### config.mk
export PLATFORM = sky130hd
export DESIGN_NAME = additive_lagged_fibonacci_rng
export DESIGN_NICKNAME = d
export VERILOG_FILES = /design/src/rtl/alfr_pkg.sv /design/src/rtl/alfr_dpath.sv /design/src/rtl/alfr_ctrl.sv /design/src/rtl/additive_lagged_fibonacci_rng.sv
export SDC_FILE = /design/constraint.sdc
export NUM_CORES = 2
export LEC_CHECK = 0
export BUFFER_PORTS_ARGS = -buffer_cell sky130_fd_sc_hd__buf_2
export CORE_MARGIN = 4
export CORE_UTILIZATION = 59
export DETAILED_ROUTE_END_ITERATION = 8
export PLACE_DENSITY = 0.78
export SLEW_MARGIN = 40
export SYNTH_ARGS = -nofsm -noshare
export SYNTH_HDL_FRONTEND = slang
export SYNTH_SLANG_ARGS = --single-unit
### constraint.sdc
create_clock -name i_clk -period 7.7 [get_ports i_clk]
set_input_delay 0.385 -clock i_clk [delete_from_list [all_inputs] [get_ports i_clk]]
set_output_delay 0.385 -clock i_clk [all_outputs]
set_load 0.01 [all_outputs]
### src/rtl/alfr_pkg.sv
// Shared constants, seed-one ring table, datapath op codes and
// controller/datapath command and status types. No dependencies.
package alfr_pkg;

    localparam int DEGREE_DEF     = 31;
    localparam int SEPARATION_DEF = 3;
    localparam int TABLE_DEGREE   = 31;
    localparam int IDX_MAX_W      = 6;

    localparam logic [31:0] SCHRAGE_A = 32'd16807;
    localparam logic [31:0] SCHRAGE_R = 32'd2836;
    localparam logic [31:0] SCHRAGE_Q = 32'd127773;
    localparam logic [31:0] SCHRAGE_M = 32'h7FFF_FFFF;
    localparam int          QUO_W     = 15;

    localparam int          RECIP_SHIFT   = 48;
    localparam logic [31:0] SCHRAGE_RECIP =
        32'(((64'd1 << RECIP_SHIFT) + 64'(SCHRAGE_Q) - 64'd1) / 64'(SCHRAGE_Q));

    localparam logic [31:0] SEED_ONE_TABLE [TABLE_DEGREE] = '{
        32'h991539B1, 32'h16A5BCE3, 32'h6774A4CD, 32'h3E01511E, 32'h4E508AAA,
        32'h61048C05, 32'hF5500617, 32'h846B7115, 32'h6A19892C, 32'h896A97AF,
        32'hDB48F936, 32'h14898454, 32'h37FFD106, 32'hB58BFF9C, 32'h59E17104,
        32'hCF918A49, 32'h09378C83, 32'h52C7A471, 32'h8D293EA9, 32'h1F4FC301,
        32'hC3DB71BE, 32'h39B44E1C, 32'hF8A44EF9, 32'h4C8B80B1, 32'h19EDC328,
        32'h87BF4BDD, 32'hC9B240E5, 32'hE9EE4B1B, 32'h4382AEA7, 32'h535B6A41,
        32'hF3BEC3DA
    };

    localparam logic [3:0] OP_NONE      = 4'd0;
    localparam logic [3:0] OP_SEED_ONE  = 4'd1;
    localparam logic [3:0] OP_SEED_LOAD = 4'd2;
    localparam logic [3:0] OP_COPY      = 4'd3;
    localparam logic [3:0] OP_SEED      = 4'd4;
    localparam logic [3:0] OP_DIV_INIT  = 4'd5;
    localparam logic [3:0] OP_DIV_STEP  = 4'd6;
    localparam logic [3:0] OP_MUL       = 4'd7;
    localparam logic [3:0] OP_FILL      = 4'd8;
    localparam logic [3:0] OP_DRAW      = 4'd9;
    localparam logic [3:0] OP_DIV_REM   = 4'd10;

    localparam logic CMD_DRAW   = 1'b0;
    localparam logic CMD_RESEED = 1'b1;

    typedef struct packed {
        logic [3:0] op;
        logic       out_load;
    } t_dp_cmd;

    typedef struct packed {
        logic copy_last;
        logic fill_last;
        logic warm_last;
    } t_dp_sts;

    function automatic logic [31:0] seed_one_word(input logic [IDX_MAX_W-1:0] idx);
        logic [31:0] word;
        word = '0;
        if (idx < IDX_MAX_W'(TABLE_DEGREE)) begin
            word = SEED_ONE_TABLE[idx[4:0]];
        end
        return word;
    endfunction

endpackage

### src/rtl/alfr_dpath.sv
// Datapath: lag ring memory, front/rear indices, Schrage seed fill unit
// (reciprocal divider and multipliers) and output data register. Uses alfr_pkg.
module alfr_dpath
    import alfr_pkg::*;
#(
    parameter int P_DEGREE     = DEGREE_DEF,
    parameter int P_SEPARATION = SEPARATION_DEF
) (
    input  logic        i_clk,
    input  logic        i_rst_n,
    input  t_dp_cmd     i_cmd,
    output t_dp_sts     o_sts,
    input  logic [31:0] i_seed,
    output logic [30:0] o_random
);

    localparam int AW          = $clog2(P_DEGREE);
    localparam int WARM_N      = 10 * P_DEGREE;
    localparam int WW          = $clog2(WARM_N);
    localparam int FRONT_START = P_SEPARATION % P_DEGREE;
    localparam logic [AW-1:0] LAST_IDX  = AW'(P_DEGREE - 1);
    localparam logic [AW-1:0] FRONT_RST = AW'(FRONT_START);
    localparam logic [WW-1:0] WARM_LAST = WW'(WARM_N - 1);

    logic [31:0]      r_ring [P_DEGREE];
    logic [31:0]      r_rd_front;
    logic [31:0]      r_rd_rear;
    logic [AW-1:0]    r_front;
    logic [AW-1:0]    r_rear;
    logic [AW-1:0]    r_idx;
    logic [WW-1:0]    r_warm;
    logic [31:0]      r_word;
    logic [31:0]      r_rem;
    logic [QUO_W-1:0] r_quo;
    logic             r_neg;
    logic [31:0]      r_p1;
    logic [31:0]      r_p2;
    logic [30:0]      r_out;

    logic [31:0]   sum;
    logic [63:0]   recip_prod;
    logic [31:0]   diff;
    logic [31:0]   fixed;
    logic [AW-1:0] front_next;
    logic [AW-1:0] rear_next;
    logic [AW-1:0] idx_next;
    logic          we;
    logic [AW-1:0] waddr;
    logic [31:0]   wdata;

    assign sum        = r_rd_front + r_rd_rear;
    assign recip_prod = 64'(r_rem) * 64'(SCHRAGE_RECIP);
    assign diff       = r_neg ? (r_p2 - r_p1) : (r_p1 - r_p2);
    assign fixed      = diff[31] ? (diff + SCHRAGE_M) : diff;
    assign front_next = (r_front == LAST_IDX) ? '0 : r_front + AW'(1);
    assign rear_next  = (r_rear == LAST_IDX) ? '0 : r_rear + AW'(1);
    assign idx_next   = r_idx + AW'(1);

    always_comb begin
        we    = 1'b0;
        waddr = r_idx;
        wdata = fixed;
        unique case (i_cmd.op)
            OP_COPY: begin
                we    = 1'b1;
                wdata = seed_one_word(IDX_MAX_W'(r_idx));
            end
            OP_SEED: begin
                we    = 1'b1;
                waddr = '0;
                wdata = r_word;
            end
            OP_FILL: begin
                we = 1'b1;
            end
            OP_DRAW: begin
                we    = 1'b1;
                waddr = r_front;
                wdata = sum;
            end
            default: begin
                we = 1'b0;
            end
        endcase
    end

    always_ff @(posedge i_clk) begin
        if (we) begin
            r_ring[waddr] <= wdata;
        end
        r_rd_front <= r_ring[r_front];
        r_rd_rear  <= r_ring[r_rear];
    end

    always_ff @(posedge i_clk) begin
        if (!i_rst_n) begin
            r_front <= FRONT_RST;
            r_rear  <= '0;
        end else if (i_cmd.op == OP_DRAW) begin
            r_front <= front_next;
            r_rear  <= rear_next;
        end else if (i_cmd.op == OP_FILL && r_idx == LAST_IDX) begin
            r_front <= FRONT_RST;
            r_rear  <= '0;
        end
    end

    always_ff @(posedge i_clk) begin
        unique case (i_cmd.op)
            OP_SEED_ONE: begin
                r_word <= 32'd1;
                r_idx  <= '0;
            end
            OP_SEED_LOAD: begin
                r_word <= (i_seed == '0) ? 32'd1 : i_seed;
            end
            OP_COPY: begin
                r_idx <= idx_next;
            end
            OP_SEED: begin
                r_idx <= AW'(1);
            end
            OP_DIV_INIT: begin
                r_neg <= r_word[31];
                r_rem <= r_word[31] ? (32'd0 - r_word) : r_word;
            end
            OP_DIV_STEP: begin
                r_quo <= recip_prod[RECIP_SHIFT+QUO_W-1:RECIP_SHIFT];
            end
            OP_DIV_REM: begin
                r_rem <= r_rem - 32'(r_quo) * SCHRAGE_Q;
            end
            OP_MUL: begin
                r_p1 <= SCHRAGE_A * 32'(r_rem[16:0]);
                r_p2 <= SCHRAGE_R * 32'(r_quo);
            end
            OP_FILL: begin
                r_word <= fixed;
                r_idx  <= idx_next;
                r_warm <= '0;
            end
            OP_DRAW: begin
                r_warm <= r_warm + WW'(1);
            end
            default: begin
                r_idx <= r_idx;
            end
        endcase
        if (i_cmd.out_load) begin
            r_out <= sum[31:1];
        end
    end

    assign o_sts.copy_last = (r_idx == LAST_IDX);
    assign o_sts.fill_last = (r_idx == LAST_IDX);
    assign o_sts.warm_last = (r_warm == WARM_LAST);
    assign o_random        = r_out;

endmodule

### src/rtl/alfr_ctrl.sv
// Controller: sequences draws, reseed fill, warm-up and reset table load,
// and owns both handshakes. Uses alfr_pkg.
module alfr_ctrl
    import alfr_pkg::*;
#(
    parameter int P_DEGREE = DEGREE_DEF
) (
    input  logic    i_clk,
    input  logic    i_rst_n,
    input  logic    i_in_valid,
    input  logic    i_in_cmd,
    output logic    o_in_ready,
    output logic    o_out_valid,
    input  logic    i_out_ready,
    output t_dp_cmd o_cmd,
    input  t_dp_sts i_sts
);

    localparam logic [3:0] S_INIT  = 4'd0;
    localparam logic [3:0] S_COPY  = 4'd1;
    localparam logic [3:0] S_IDLE  = 4'd2;
    localparam logic [3:0] S_DRAW  = 4'd3;
    localparam logic [3:0] S_SEED  = 4'd4;
    localparam logic [3:0] S_ABS   = 4'd5;
    localparam logic [3:0] S_DIV   = 4'd6;
    localparam logic [3:0] S_MUL   = 4'd7;
    localparam logic [3:0] S_FILL  = 4'd8;
    localparam logic [3:0] S_WREAD = 4'd9;
    localparam logic [3:0] S_WADD  = 4'd10;
    localparam logic [3:0] S_REM   = 4'd11;

    localparam logic USE_TABLE = (P_DEGREE == TABLE_DEGREE);

    logic [3:0] r_state;
    logic [3:0] n_state;
    logic       r_out_valid;
    logic       n_out_valid;
    logic       out_free;
    logic       in_take;

    assign out_free   = !r_out_valid || i_out_ready;
    assign o_in_ready = (r_state == S_IDLE);
    assign in_take    = i_in_valid && o_in_ready;

    always_comb begin
        n_state        = r_state;
        o_cmd.op       = OP_NONE;
        o_cmd.out_load = 1'b0;
        unique case (r_state)
            S_INIT: begin
                o_cmd.op = OP_SEED_ONE;
                n_state  = USE_TABLE ? S_COPY : S_SEED;
            end
            S_COPY: begin
                o_cmd.op = OP_COPY;
                if (i_sts.copy_last) begin
                    n_state = S_IDLE;
                end
            end
            S_IDLE: begin
                if (in_take) begin
                    if (i_in_cmd == CMD_RESEED) begin
                        o_cmd.op = OP_SEED_LOAD;
                        n_state  = S_SEED;
                    end else begin
                        n_state = S_DRAW;
                    end
                end
            end
            S_DRAW: begin
                if (out_free) begin
                    o_cmd.op       = OP_DRAW;
                    o_cmd.out_load = 1'b1;
                    n_state        = S_IDLE;
                end
            end
            S_SEED: begin
                o_cmd.op = OP_SEED;
                n_state  = S_ABS;
            end
            S_ABS: begin
                o_cmd.op = OP_DIV_INIT;
                n_state  = S_DIV;
            end
            S_DIV: begin
                o_cmd.op = OP_DIV_STEP;
                n_state  = S_REM;
            end
            S_REM: begin
                o_cmd.op = OP_DIV_REM;
                n_state  = S_MUL;
            end
            S_MUL: begin
                o_cmd.op = OP_MUL;
                n_state  = S_FILL;
            end
            S_FILL: begin
                o_cmd.op = OP_FILL;
                n_state  = i_sts.fill_last ? S_WREAD : S_ABS;
            end
            S_WREAD: begin
                n_state = S_WADD;
            end
            S_WADD: begin
                o_cmd.op = OP_DRAW;
                n_state  = i_sts.warm_last ? S_IDLE : S_WREAD;
            end
            default: begin
                n_state = S_INIT;
            end
        endcase
    end

    always_comb begin
        n_out_valid = r_out_valid;
        if (o_cmd.out_load) begin
            n_out_valid = 1'b1;
        end else if (i_out_ready) begin
            n_out_valid = 1'b0;
        end
    end

    always_ff @(posedge i_clk) begin
        if (!i_rst_n) begin
            r_state     <= S_INIT;
            r_out_valid <= 1'b0;
        end else begin
            r_state     <= n_state;
            r_out_valid <= n_out_valid;
        end
    end

    assign o_out_valid = r_out_valid;

endmodule

### src/rtl/additive_lagged_fibonacci_rng.sv
// Top level of the additive lagged Fibonacci generator: stream ports,
// controller and datapath. Uses alfr_pkg, alfr_ctrl, alfr_dpath.
//
// channel   direction  handshake                         payload
// s_axis    in         i_s_axis_tvalid/o_s_axis_tready  tuser=command, tdata=seed_value
// m_axis    out        o_m_axis_tvalid/i_m_axis_tready  tdata=random_value
//
// A draw: the ring read port registers the front and rear words, then, once the
// output register is free, the sum is written back and loaded into it.
// A reseed writes the seed word, then runs five steps per fill word with a
// reciprocal-multiply divide, then 10*DEGREE warm-up draws, each a ring read
// followed by a write-back.
// After reset the ring loads the seed-one table (DEGREE 31) or runs a seed-one reseed;
// no input is taken meanwhile. The output register holds a result under stall
// while the next transaction is accepted.
module additive_lagged_fibonacci_rng
    import alfr_pkg::*;
#(
    parameter int P_DEGREE     = DEGREE_DEF,
    parameter int P_SEPARATION = SEPARATION_DEF
) (
    input  logic        i_clk,
    input  logic        i_rst_n,
    input  logic        i_s_axis_tvalid,
    output logic        o_s_axis_tready,
    input  logic [31:0] i_s_axis_tdata,   // [31:0] seed_value
    input  logic        i_s_axis_tuser,   // [0] command
    output logic        o_m_axis_tvalid,
    input  logic        i_m_axis_tready,
    output logic [31:0] o_m_axis_tdata    // [30:0] random_value, [31] zero
);

    t_dp_cmd     dp_cmd;
    t_dp_sts     dp_sts;
    logic [30:0] random_value;

    alfr_ctrl #(
        .P_DEGREE(P_DEGREE)
    ) u_ctrl (
        .i_clk      (i_clk),
        .i_rst_n    (i_rst_n),
        .i_in_valid (i_s_axis_tvalid),
        .i_in_cmd   (i_s_axis_tuser),
        .o_in_ready (o_s_axis_tready),
        .o_out_valid(o_m_axis_tvalid),
        .i_out_ready(i_m_axis_tready),
        .o_cmd      (dp_cmd),
        .i_sts      (dp_sts)
    );

    alfr_dpath #(
        .P_DEGREE    (P_DEGREE),
        .P_SEPARATION(P_SEPARATION)
    ) u_dpath (
        .i_clk   (i_clk),
        .i_rst_n (i_rst_n),
        .i_cmd   (dp_cmd),
        .o_sts   (dp_sts),
        .i_seed  (i_s_axis_tdata),
        .o_random(random_value)
    );

    assign o_m_axis_tdata = {1'b0, random_value};

endmodule

==> results.json <==
{
  "die_w_um": 396,
  "grtUsageMet1_pct": 43.7,
  "ys_types": 86,
  "initial_utilization_pct": 59.4,
  "fmaxAchievable_mhz": 134,
  "worst_setup_path_start_kind": "flip-flop",
  "p_per_area_nw_per_um2": 336,
  "area_delta_synth_final_pct": 10.8,
  "synthMuxAreaShare_pct": 16.3,
  "grt_setup_unrepaired": "yes",
  "peakVddDrop_uv": 439,
  "period_needed_ns": 7.46,
  "ys_seq_elements": 1253,
  "synth_edf_count": 1174,
  "place_ws_ns": -0.143,
  "vias": 60859,
  "grt_pass1_vias": 62876,
  "syn_area_um2": 88900,
  "drt_drc_violations_left": 0,
  "arrival_ns": 8.05,
  "synth_compound_area_share_pct": 6.91,
  "routabilityCongestion": 1.03,
  "htreeDepth": 4,
  "cts_buffers": 132,
  "cts_max_path_buffers": 3,
  "synth-simple-area-share_pct": 4.92,
  "p_leak_nw": 39.0,
  "slew_violations": 0,
  "worst_slack_ns": 0.241,
  "max-cap-violations": 0,
  "dr.pass1.iters": 9,
  "ys_seq_area_share_pct": 41.4,
  "critPathMaxFanout": 7,
  "routedWlPerCell_um": 32.1,
  "grt_use_met3_pct": 10.1,
  "core_area_um2": 150000,
  "fin_nets": 8198,
  "timing.hold.ws_ns": 0.0485,
  "io_pins": 71,
  "synth_top_family_by_area": "adder cells",
  "path_class": "reg2reg",
  "ant_nets": 0,
  "hold_violations": 0,
  "synth_cells": 6632,
  "port_buffers": 69,
  "fillers": 10478,
  "final-setup-viol-count": 0,
  "first_iter_violations": 7632,
  "fin_skew_ns": 0.0341,
  "cts_root_buf": "clkbuf_16",
  "grt_usage_pct": 36.8,
  "rows": 142,
  "antenna_found_initial": 29,
  "period_share_pct": 96.9,
  "worstSkewPairLatency_ns": 0.80,
  "met2_usage_pct": 59.3,
  "viasPerCell": 6.76,
  "cts_tree": "yes",
  "drive_gt1_share_pct": 19.1,
  "ys_async_sr_fraction_pct": 0,
  "grt_max_degree": 90,
  "synthFlopType": "edfxtp_1",
  "cts.sinks": 1253,
  "slew_headroom_pct": 32.1,
  "synthXorXnorAreaFrac_pct": 1.97,
  "ys_warn_count": 0,
  "die-height_um": 396,
  "dpl_cell_area_um2": 93400,
  "worstMarginPinSlew_ns": 1.01,
  "end_kind": "flip-flop",
  "grt-busiest-layer": "met2",
  "synthAdderAreaFrac_pct": 23.1,
  "crit_required_ns": 8.29,
  "dp_hpwl_mm": 200,
  "clk_pin_slew_ns": 0.07,
  "drt_wl_total_mm": 289,
  "dieArea_um2": 157000,
  "grt_pass1_wl_mm": 418,
  "hold_class": "in2reg",
  "final_area_um2": 98500,
  "overflow": 0,
  "status": "finished clean",
  "synth_fp_nets": 7979,
  "syn_avg_cell_area_um2": 13.4
}
-- cells in the final DEF, fill, tap and decap left out, drive strengths merged, types with 24 or more instances in the layout --
cell type	count
dlygate4sd3	26
nand2	282
diode	24
dfxtp	79
o21ai	274
a21oi	249
a21o	81
mux2	68
nor2b	29
edfxtp	1174
xor2	63
and3	29
fa	554
buf	332
nand2b	29
inv	1004
mux4	576
a211oi	36
xnor2	137
nor3	71
nand3	67
mux2i	73
clkbuf	180
clkinv	42
a31oi	36
ha	756
nand4	28
o21bai	28
nor2	249
o21a	29
-- cells by family after synthesis --
| family | after synthesis |
|---|---|
| fa+ha+maj | 1311 |
| buf+inv | 1267 |
| compound gates | 967 |
| flops | 1253 |
| xor+xnor | 200 |
| other cells | 1 |
| simple gates | 916 |
| mux | 717 |
-- synth_stat cells (68+ instances only) --
master	count	area, µm²
mux4_2	576	13000
edfxtp_1	1174	35300
xnor2_1	137	1200
mux2_2	68	766
nor3_1	71	355
mux2i_1	73	731
ha_1	756	9460
dfxtp_1	79	1580
inv_1	992	3720
a21oi_1	249	1250
o21ai_0	269	1350
nand2_1	282	1060
nor2_1	249	935
a21o_1	81	608
clkbuf_1	195	732
fa_1	554	11100
-- final cells by class --
class                   instances  area [µm²]  share of cell area (%)
clock buffers                 179        3670                    3.73
repair buffers                359        2980                    3.03
diodes                         24        60.1                  0.0610
inverters                     993        3730                    3.78
multi-input cells            4112       48100                    48.8
flip-flops and latches       1253       36900                    37.4
well taps                    2016        2520                    2.56
clock inverters                66         616                   0.625
-- repair_timing --
| action | CTS | global route |
|---|---|---|
| setup endpoints to repair | 6 | 14 |
| hold endpoints to repair | 31 | 0 |
| hold buffers | 26 | 0 |
| buffers inserted | 2 | 7 |
| resized for setup | 4 | 20 |
| pin swaps | 1 | 15 |
-- worst paths after layout --
| path | from | end | slack (ns) | cells after the start |
|---|---|---|---|---|
| worst max-delay path | u_dpath.r_rem[25] | u_dpath.r_quo[2] | 0.24 | 25 |
| worst min-delay path | i_s_axis_tdata[14] | u_dpath.r_word[14] | 0.05 | 3 |
| worst min register to register | u_dpath.r_warm[0] | u_dpath.r_warm[0] | 0.63 | 1 |
| worst max register to register | u_dpath.r_rem[25] | u_dpath.r_quo[2] | 0.24 | 25 |
-- sequential cells by signal (all words and copies together) (netlist names) --
name                flops
u_dpath.r_warm          9
u_dpath.r_ring        992
u_dpath.r_word         32
u_dpath.r_rem          32
u_dpath.r_front         5
u_ctrl.r_state          4
u_dpath.r_rear          5
u_dpath.r_p1           32
u_dpath.r_neg           1
u_dpath.r_quo          15
u_dpath.o_random       31
u_dpath.r_rd_rear      32
u_dpath.r_idx           5
u_dpath.r_rd_front     32
u_dpath.r_p2           25
u_ctrl.o_out_valid      1
-- metal layers --
metal | vias to the layer above | routed length, µm
li1 | 24892 | -
met1 | 30449 | 96000
met2 | 4331 | 137000
met3 | 1171 | 31800
met4 | 16 | 23200
met5 | - | 103
-- critical path, cell delays in order, from the launching register on --
cell      delay [ns]
edfxtp_1        0.44
buf_12          0.17
fa_1            0.53
inv_1           0.06
fa_1            0.47
inv_1           0.05
fa_1            0.49
inv_1           0.07
fa_1            0.53
inv_1           0.05
fa_1            0.49
fa_2            0.58
fa_1            0.42
fa_1            0.38
ha_1            0.32
buf_4           0.14
a21o_1          0.14
a21o_1          0.17
a21o_1          0.17
a21o_1          0.18
a21o_1          0.17
a21oi_1         0.14
o21ai_0         0.17
a211oi_2        0.36
nand2_1         0.15
o311ai_0        0.38
-- where the power goes --
part / total [W] / internal, W / switching [W]
clock: 0.00641 / 0.00354 / 0.00287
sequential: 0.00971 / 0.00921 / 0.000500
combinational: 0.0170 / 0.00674 / 0.0103
total: 0.0331 / 0.0195 / 0.0137
-- metrics by stage --
step | utilization (%) | power, W | std cells | TNS, ns
final | 65.8 | 0.0331 | 9002 | 0
after global routing | 65.7 | 0.0348 | 8978 | -0.0198
after CTS | 65.4 | 0.0323 | 8960 | 0
after detailed placement | 62.4 | 0.0257 | 8687 | -0.400
after global placement | 62.1 | 0.0252 | 8678 | -0.329
after floorplan | - | 0.0198 | 6632 | 0
Note: power is estimated with default switching activity, not from simulation.
